## config.mk

```make
export PLATFORM = sky130hd
export DESIGN_NAME = cbs_ctrl
export DESIGN_NICKNAME = d
export VERILOG_FILES = /design/src/rtl/core/cbs_pkg.sv /design/src/rtl/core/cbs_ctrl.sv
export SDC_FILE = /design/constraint.sdc
export NUM_CORES = 1
export LEC_CHECK = 0
export BUFFER_PORTS_ARGS = -buffer_cell sky130_fd_sc_hd__buf_2
export CAP_MARGIN = 20
export CELL_PAD_IN_SITES_DETAIL_PLACEMENT = 1
export CELL_PAD_IN_SITES_GLOBAL_PLACEMENT = 1
export CORE_ASPECT_RATIO = 0.7
export CORE_MARGIN = 2
export CORE_UTILIZATION = 32
export CTS_CLUSTER_SIZE = 10
export DETAILED_ROUTE_END_ITERATION = 10
export MAX_ROUTING_LAYER = met4
export PLACE_DENSITY = 0.92
export SLEW_MARGIN = 20
export SYNTH_ARGS = -nofsm -noshare
export SYNTH_HDL_FRONTEND = slang
export SYNTH_SLANG_ARGS = --single-unit
```

## constraint.sdc

```tcl
create_clock -name i_clk -period 3.54 [get_ports i_clk]
set_clock_uncertainty 0.2 [all_clocks]
set_input_delay 0.177 -clock i_clk [delete_from_list [all_inputs] [get_ports i_clk]]
set_output_delay 0.177 -clock i_clk [all_outputs]
set_load 0.05 [all_outputs]
```

## src/rtl/core/cbs_pkg.sv

```systemverilog
// Shared types and constants of the Cascade binary search step block.
`default_nettype none

package cbs_pkg;

    localparam int POS_W   = 12;   // key bit position field width
    localparam int ENT_W   = 8;    // entry number field width
    localparam int IV_W    = 13;   // stored interval bound (start or end plus one)
    localparam int CNT_W   = 16;   // saturating counter width
    localparam int WORD_W  = 32;   // key store word width
    localparam int WSEL_W  = 5;    // bit select inside one word
    localparam int WIDX_W  = POS_W - WSEL_W;

    localparam int KEY_BITS_DEF    = 4096;
    localparam int MAX_ENTRIES_DEF = 256;

    localparam logic [1:0] OP_KEY_WRITE = 2'd0;
    localparam logic [1:0] OP_INSTALL   = 2'd1;
    localparam logic [1:0] OP_STEP      = 2'd2;

    localparam logic [CNT_W-1:0] CNT_MAX = '1;

    typedef struct packed {
        logic accept;      // latch the input request
        logic key_rd;      // read the key word that holds the addressed bit
        logic key_wr;      // write that word back with the bit changed
        logic flip;        // the bit is inverted rather than loaded
        logic flip_leak;   // a flip also discloses one parity bit
        logic flip_empty;  // a flip retires the interval
        logic kpos_s;      // address the key bit at the interval start
        logic ent_inst;    // install an interval
        logic ent_rd;      // read an interval table entry
        logic ent_ld;      // load and narrow the interval
        logic ent_wb;      // write the interval back
        logic par_start;   // start a parity pass over the lower half
        logic decide;      // halve the interval on the parity comparison
        logic set_par;     // report the parity and count two disclosed bits
        logic finish;      // load the result registers
    } t_cmd;

    typedef struct packed {
        logic [1:0] op;
        logic       ent_ok;
        logic       empty;
        logic       single;
        logic       par_busy;
    } t_stat;

endpackage

`default_nettype wire

```

## src/rtl/core/cbs_ctrl.sv

```systemverilog
// Controller: sequences key writes, installs and search steps over the datapath.
`default_nettype none

module cbs_ctrl (
    input  wire                  i_clk,
    input  wire                  i_rst_n,
    input  wire                  i_valid,
    output logic                 o_stall,
    output logic                 o_valid,
    input  wire                  i_stall,
    input  wire  cbs_pkg::t_stat i_stat,
    output cbs_pkg::t_cmd        o_cmd
);
    import cbs_pkg::*;

    typedef enum logic [3:0] {
        S_IDLE, S_DISPATCH, S_KEY_RD, S_KEY_WR, S_INSTALL, S_ENT_RD, S_ENT_LD,
        S_CHECK1, S_PAR1, S_DECIDE, S_CHECK2, S_PAR2, S_FLIP_RD, S_FLIP_WR,
        S_WB, S_OUT
    } t_state;

    t_state r_state;
    logic   r_late;
    logic   accept;
    logic   done;

    assign o_stall = r_state != S_IDLE;
    assign accept  = i_valid && !o_stall;
    assign done    = (r_state == S_OUT) && (!o_valid || !i_stall);

    always_comb begin
        o_cmd            = '0;
        o_cmd.accept     = accept;
        o_cmd.finish     = done;
        unique case (r_state)
            S_KEY_RD:  o_cmd.key_rd = 1'b1;
            S_KEY_WR:  o_cmd.key_wr = 1'b1;
            S_INSTALL: o_cmd.ent_inst = 1'b1;
            S_ENT_RD:  o_cmd.ent_rd = 1'b1;
            S_ENT_LD:  o_cmd.ent_ld = 1'b1;
            S_CHECK1: begin
                o_cmd.kpos_s    = 1'b1;
                o_cmd.par_start = !i_stat.empty && !i_stat.single;
            end
            S_DECIDE:  o_cmd.decide = !i_stat.par_busy;
            S_CHECK2: begin
                o_cmd.kpos_s    = 1'b1;
                o_cmd.par_start = !i_stat.single;
            end
            S_PAR2:    o_cmd.set_par = !i_stat.par_busy;
            S_FLIP_RD: o_cmd.key_rd = 1'b1;
            S_FLIP_WR: begin
                o_cmd.key_wr     = 1'b1;
                o_cmd.flip       = 1'b1;
                o_cmd.flip_leak  = r_late;
                o_cmd.flip_empty = !r_late;
            end
            S_WB:      o_cmd.ent_wb = 1'b1;
            default:   o_cmd.accept = accept;
        endcase
    end

    always_ff @(posedge i_clk) begin
        if (!i_rst_n) begin
            r_state <= S_IDLE;
            r_late  <= 1'b0;
            o_valid <= 1'b0;
        end else begin
            if (done) begin
                o_valid <= 1'b1;
            end else if (o_valid && !i_stall) begin
                o_valid <= 1'b0;
            end
            unique case (r_state)
                S_IDLE: begin
                    if (accept) begin
                        r_state <= S_DISPATCH;
                    end
                end
                S_DISPATCH: begin
                    priority if (i_stat.op == OP_KEY_WRITE) begin
                        r_state <= S_KEY_RD;
                    end else if (i_stat.op == OP_INSTALL) begin
                        r_state <= S_INSTALL;
                    end else if (i_stat.op == OP_STEP && i_stat.ent_ok) begin
                        r_state <= S_ENT_RD;
                    end else begin
                        r_state <= S_OUT;
                    end
                end
                S_KEY_RD:  r_state <= S_KEY_WR;
                S_KEY_WR:  r_state <= S_OUT;
                S_INSTALL: r_state <= S_OUT;
                S_ENT_RD:  r_state <= S_ENT_LD;
                S_ENT_LD:  r_state <= S_CHECK1;
                S_CHECK1: begin
                    r_late <= 1'b0;
                    priority if (i_stat.empty) begin
                        r_state <= S_WB;
                    end else if (i_stat.single) begin
                        r_state <= S_FLIP_RD;
                    end else begin
                        r_state <= S_PAR1;
                    end
                end
                S_PAR1:    r_state <= S_DECIDE;
                S_DECIDE: begin
                    if (!i_stat.par_busy) begin
                        r_state <= S_CHECK2;
                    end
                end
                S_CHECK2: begin
                    r_late <= 1'b1;
                    r_state <= i_stat.single ? S_FLIP_RD : S_PAR2;
                end
                S_PAR2: begin
                    if (!i_stat.par_busy) begin
                        r_state <= S_WB;
                    end
                end
                S_FLIP_RD: r_state <= S_FLIP_WR;
                S_FLIP_WR: r_state <= S_WB;
                S_WB:      r_state <= S_OUT;
                S_OUT: begin
                    if (done) begin
                        r_state <= S_IDLE;
                    end
                end
                default:   r_state <= S_IDLE;
            endcase
        end
    end

endmodule

`default_nettype wire

```

==> impl_metrics.tcl, run 1 <==
set metrics [dict create \
    result_of_the_run "finished, final reports clean" \
    post_synth_edffs 0 \
    synth_cell_types 33 \
    cts_sink_cnt 6 \
    dieArea_sq_mm 0.00232 \
    cts_buffers 3 \
    initial_antenna_violation_count 0 \
    synth-seq-area-share 0.193 \
    grt_pass1_vias 707 \
    global_route.usage.total 0.197 \
    drtPass1Iterations 4 \
    setup-tns-final_ps 0 \
    nets 129 \
    max_slew_margin 0.527 \
    detail_route.drc_violations 0 \
    grt_start_max_net_pins 22 \
    critical-path-top-delay-family "flip-flops" \
    gr-total-overflow 0 \
    syn_to_final_growth_pct 20.5 \
    number_of_max_capacitance_violations_reported 0 \
    worst_skew_pair.late_latency_ps 250 \
    biggest_cell_delay_along_the_critical_path_ps 770 \
    worst_r2r_startpoint "r_state[0]$_SDFFE_PN0P_" \
    maxSlewViolCount 0 \
    powerDensity_mw_per_mm2 899 \
    stdcell_count 139 \
    floorplan.die.height_um 40.9 \
    cts_tree "yes" \
    syn-mean-instance-area_sq_um 6.36 \
    core.rowCount 13 \
    n_antenna_cell 0 \
    cts_root_buf "clkbuf_4" \
    detailroute.via_count 800 \
    grt_pass1_wl_um 3310 \
    p_leak_nw 0.330 \
    timing.critical_path.slowest_stage_cell "dfxtp_1" \
    synth_common_cells "nor2_1, a21oi_1, nand2_1, o21ai_0" \
    fp.coreArea_sq_mm 0.00185 \
    crit_path_cell_trace "inv_2 > o31a_1 > nor3_1 > buf_2" \
    critical_path_cell_count 4 \
    fmax_mhz 426 \
    synthTopCellsByArea "dfxtp_1, nor2_1, a21oi_1, o21ai_0, nor3_1" \
    syn-cell-area_sq_um 623 \
    ff2ff_path_depth 5 \
    dp_hpwl_um 1570 \
    worst_hold_path.num_cells 3 \
    synth_top_flop_cell "dfxtp_1" \
    yosys_warning_total 0 \
    detail_route.vias_per_cell 5.76 \
    max-clock-path-buffers 2 \
    worst_pin_slew_ps 709 \
    timing_hold_violations_final 0 \
    netlist.area_leader.share 0.193 \
    yosys_register_bits 6 \
    crit_fanout 21 \
    first_iter_violations 8 \
    clk_pin_slew_ps 50 \
    cts-resized-gates 0 \
    cts_setup_buffers 0 \
    post_synth_inst_count 98 \
    io-pin-count 27 \
    report.final.setup_viol 0 \
    min-delay-start "i_valid" \
    critical_path_launch_point_type "flop" \
    drtAntennaViolNets 0 \
    crit_path_buffers_inverters 2 \
    synthMostInstantiatedCell "nor2_1" \
    layout.core_utilization 0.405 \
    wirelength_um 2150 \
    layout_worst_path_cycle_share 0.663 \
    syn_nets 108 \
    final_layout_size_suffix_gt1_frac 0.299 \
    post-place-cells 136 \
    die_x_um 56.7 \
    starting_utilization_of_the_core_area 0.336 \
    timing_worst_setup_path_type "flop to output pin" \
    final_period_minus_worst_setup_slack_ps 2350 \
    cts-htree-levels 1 \
    critical_path_arrival_ps 1970 \
    gp_congestion 0.863 \
    rsz0062_at_grt "no" \
    cp.required_ps 3160 \
    holdWs_ps 7.22 \
    wl_per_cell_um 15.5 \
    synth_largest_area_cell "dfxtp_1" \
    vdd_ir_drop_max_v 0.000317 \
    min_path_type "input pin to flop" \
    synthArstFlopShare 0 \
    endpoint_kind "output pin" \
    total_power_w 0.000675 \
    setup.worst_path.start "r_state[2]$_SDFFE_PN0P_" \
    cts_hold_repair.buffers 0 \
    numPortBuffers 26 \
]
[kinds of logic after synthesis]
group,share of synthesized area
simple gates,0.365
compound gates,0.327
buf+inv,0.114
flops,0.193
[worst paths after layout]
kind | to | slack [ps]
worst max register to register | r_state[1]$_SDFFE_PN0P_ | 1500
worst min-delay path | r_state[0]$_SDFFE_PN0P_ | 7
worst max-delay path | o_cmd[3] | 1190
worst min register to register | r_late$_SDFFE_PN0P_ | 460
[layout by cell type (no fill, tap or decap), drive strengths merged]
cell type,n
inv,5
or3,1
and3,1
a2111oi,1
nand2,8
a21oi,8
nand2b,2
o21ai,11
nor4,2
nand3,3
o31a,1
nor2,14
o31ai,1
a2bb2oi,1
nor3b,3
and2,3
o221a,1
or4,1
dfxtp,6
o21a,1
a221oi,1
nor3,6
buf,26
a32oi,1
a22oi,2
a31oi,3
clkbuf,3
or2,1
[through the flow]
step | setup slack, ps | cell area [sq um]
after floorplan | 939 | 623
after global placement | 1560 | 728
after detailed placement | 1460 | 728
after CTS | 1210 | 751
after global routing | 1090 | 751
final | 1190 | 751
[power breakdown]
| group | switching (W) | internal (W) |
|---|---|---|
| combinational | 0.000282 | 0.000133 |
| clock | 0.0000257 | 0.0000384 |
| sequential | 0.000103 | 0.0000931 |
[sequential cells by signal, summed over array words and instances, names as in the netlist]
| register | flops |
|---|---|
| r_state | 4 |
| r_late | 1 |
| o_valid | 1 |
[layer usage]
metal | wire, um | vias to the layer above | GRT usage | share of wire
met5 | 0 | - | - | 0
met1 | 1040 | 375 | 0.250 | 0.48
li1 | - | 392 | - | -
met2 | 946 | 33 | 0.340 | 0.44
met3 | 164 | 0 | 0.0568 | 0.076
met4 | 0 | 0 | 0 | 0
[area by class of cell]
| class | instances | area [sq um] |
|---|---|---|
| inverter | 5 | 18.8 |
| fill | 259 | 1100 |
| timing repair buffer | 26 | 130 |
| tap | 22 | 27.5 |
| multi-input combinational | 77 | 432 |
| clock buffer | 3 | 22.5 |
| sequential | 6 | 120 |
[worst min-delay path: stages]
cell and delay, ps:
buf_2 90, o21ai_0 70, nor2_1 80
Power figures use the tool's default switching activity.
==> run 2, diff against run 1 <==
CORE_UTILIZATION = 30   (was 32)
PLACE_DENSITY = 0.87   (was 0.92)
clock period = 2.45 ns   (was 3.54 ns; I/O delays follow)
==> run 2 against run 1 <==
Wire length fell by 0.14%. Global-route usage fell by 1.4 points. Total power rose by 45%. Critical path type unchanged.
==> impl_metrics.tcl, run 2 (synthesis results as in run 1) <==
set metrics [dict create \
    result_of_the_run "finished, final reports clean" \
    final_layout_size_suffix_gt1_frac 0.294 \
    wirelength_um 2150 \
    min_path_type "input pin to flop" \
    multi_input_comb_area_sq_um 432 \
    timing_worst_setup_path_type "flop to output pin" \
    drtPass1Iterations 4 \
    setup.worst_path.start "r_state[2]$_SDFFE_PN0P_" \
    filler_cell_count 264 \
    numPortBuffers 26 \
    grt_start_max_net_pins 22 \
    maxSlewViolCount 0 \
    worst_skew_pair.late_latency_ps 260 \
    gr-total-overflow 0 \
    report.final.setup_viol 0 \
    post-place-cells 136 \
    drtAntennaViolNets 0 \
    swShare 0.608 \
    timing.critical_path.slowest_stage_cell "dfxtp_1" \
    layout_commonest_cell "buf_2" \
    cts_hold_repair.buffers 2 \
    biggest_cell_delay_along_the_critical_path_ps 780 \
    worst_r2r_startpoint "r_state[0]$_SDFFE_PN0P_" \
    intPower_w 0.000384 \
    worst_hold_path.num_cells 3 \
    initial_antenna_violation_count 0 \
    detail_route.drc_violations 0 \
    grt_pass1_wl_um 3430 \
    final_period_minus_worst_setup_slack_ps 2260 \
    fp.coreArea_sq_mm 0.00190 \
    reg.largest.list "r_state: 4 flops, o_valid: 1 flops, r_late: 1 flops" \
    cts_setup_buffers 0 \
    cts_buffers 3 \
    critical-path-top-delay-family "flip-flops" \
    ff2ff_path_depth 5 \
    endpoint_kind "output pin" \
    stdcell_count 141 \
    setup.reg_to_reg.worst_slack_ps 460 \
    vdd_ir_drop_max_v 0.000527 \
    number_of_max_capacitance_violations_reported 0 \
    cp.required_ps 2130 \
    critical_path_launch_point_type "flop" \
    io-pin-count 27 \
    detailroute.via_count 786 \
    cts_tree "yes" \
    max-clock-path-buffers 2 \
    cts_sink_cnt 6 \
    route.top_layer_used "met3" \
    core.rowCount 13 \
    crit_fanout 21 \
    critical_path_arrival_ps 1940 \
    grt_pass1_vias 721 \
    switching_power_w 0.000594 \
    worst_pin_slew_ps 726 \
    met2_wirelength_um 867 \
    nets 131 \
    seqCellArea_sq_um 120 \
    detail_route.vias_per_cell 5.57 \
    global_route.usage.total 0.183 \
    crit_path_cell_trace "nand2_1 > or2_1 > a21oi_1 > buf_2" \
    final.setup.worst_slack_ps 192 \
    worstHoldEndpoint "r_state[2]$_SDFFE_PN0P_" \
    dp_hpwl_um 1560 \
    clk_pin_slew_ps 40 \
    cts-resized-gates 0 \
    pwr-share-clk 0.097 \
    most-common-layout-cells "buf_2, nor2_1, nand2_1, a21oi_1, o21ai_0" \
    layout_worst_path_cycle_share 0.921 \
    largest_reg_flops 4 \
    wirelength_met1_um 1100 \
    crit_path_buffers_inverters 1 \
    max_slew_margin 0.515 \
    combinationalPowerShare 0.616 \
    fmax_mhz 443 \
    dieArea_sq_mm 0.00246 \
    die_x_um 58.5 \
    rsz0062_at_grt "no" \
    cts-htree-levels 1 \
    p_seq_frac 0.287 \
    wl_per_cell_um 15.2 \
    largest-register "r_state" \
    cts_root_buf "clkbuf_4" \
    dpl_worst_slack_ps 459 \
    met3_length_um 184 \
    syn_to_final_growth_pct 23.7 \
    n_antenna_cell 0 \
    first_iter_violations 17 \
    powerDensity_mw_per_mm2 1270 \
    timing.rr.end "r_state[1]$_SDFFE_PN0P_" \
    min-delay-start "i_stat[1]" \
    p_leak_nw 0.339 \
    floorplan.die.height_um 42.1 \
    starting_utilization_of_the_core_area 0.327 \
    gp_congestion 0.894 \
    timing_hold_violations_final 0 \
]
## run 2: cell count changes in the layout (fill, tap and decap cells not counted), sizes merged
| cell | delta |
|---|---|
| dlygate4sd3 | +2 |
## run 2: power by group through the flow
stage	sequential (W)	combinational (W)	clock, W
2_1_floorplan	0.000159	0.000596	0
3_5_place_dp	0.000279	0.000592	0
5_1_grt	0.000297	0.000651	0.000105
4_1_cts	0.000278	0.000599	0.0000991
3_3_place_gp	0.000273	0.000585	0
6_report	0.000281	0.000602	0.0000952
## run 2: cell type report
class,count,area share
multi-input combinational,77,0.560
inverter,5,0.0244
timing repair buffer,28,0.195
sequential,6,0.156
tap,22,0.0357
clock buffer,3,0.0292
## run 2: worst max path at each step
stage | cells past startpoint | endpoint | slack [ps]
finish | 4 | o_cmd[8] | 190
CTS | 4 | o_cmd[8] | 200
global route | 4 | o_cmd[3] | 60
global placement | 4 | r_state[2]$_SDFFE_PN0P_ | 460
floorplan | 3 | o_cmd[1] | -100
detailed placement | 5 | r_state[1]$_SDFFE_PN0P_ | 460
## run 2: metrics by stage
step / hold WS, ps / power, W / setup TNS, ps / area (sq um) / utilization
6_report: 77.2 / 0.000978 / 0 / 771 / 0.405
2_1_floorplan: 44.2 / 0.000755 / -194 / 623 / -
3_3_place_gp: 222 / 0.000857 / 0 / 728 / 0.383
4_1_cts: 65.8 / 0.000975 / 0 / 771 / 0.405
5_1_grt: 80.8 / 0.00105 / 0 / 771 / 0.405
3_5_place_dp: 238 / 0.000871 / 0 / 728 / 0.383
## run 2: metal layers
metal / track usage / vias up
met5: - / -
met4: 0 / 0
met3: 0.0679 / 0
met2: 0.254 / 34
met1: 0.265 / 356
li1: - / 396
## run 2: worst min-delay path, cell delays in order
cell     delay (ps)
buf_2           110
a21oi_1          80
a21oi_1         160
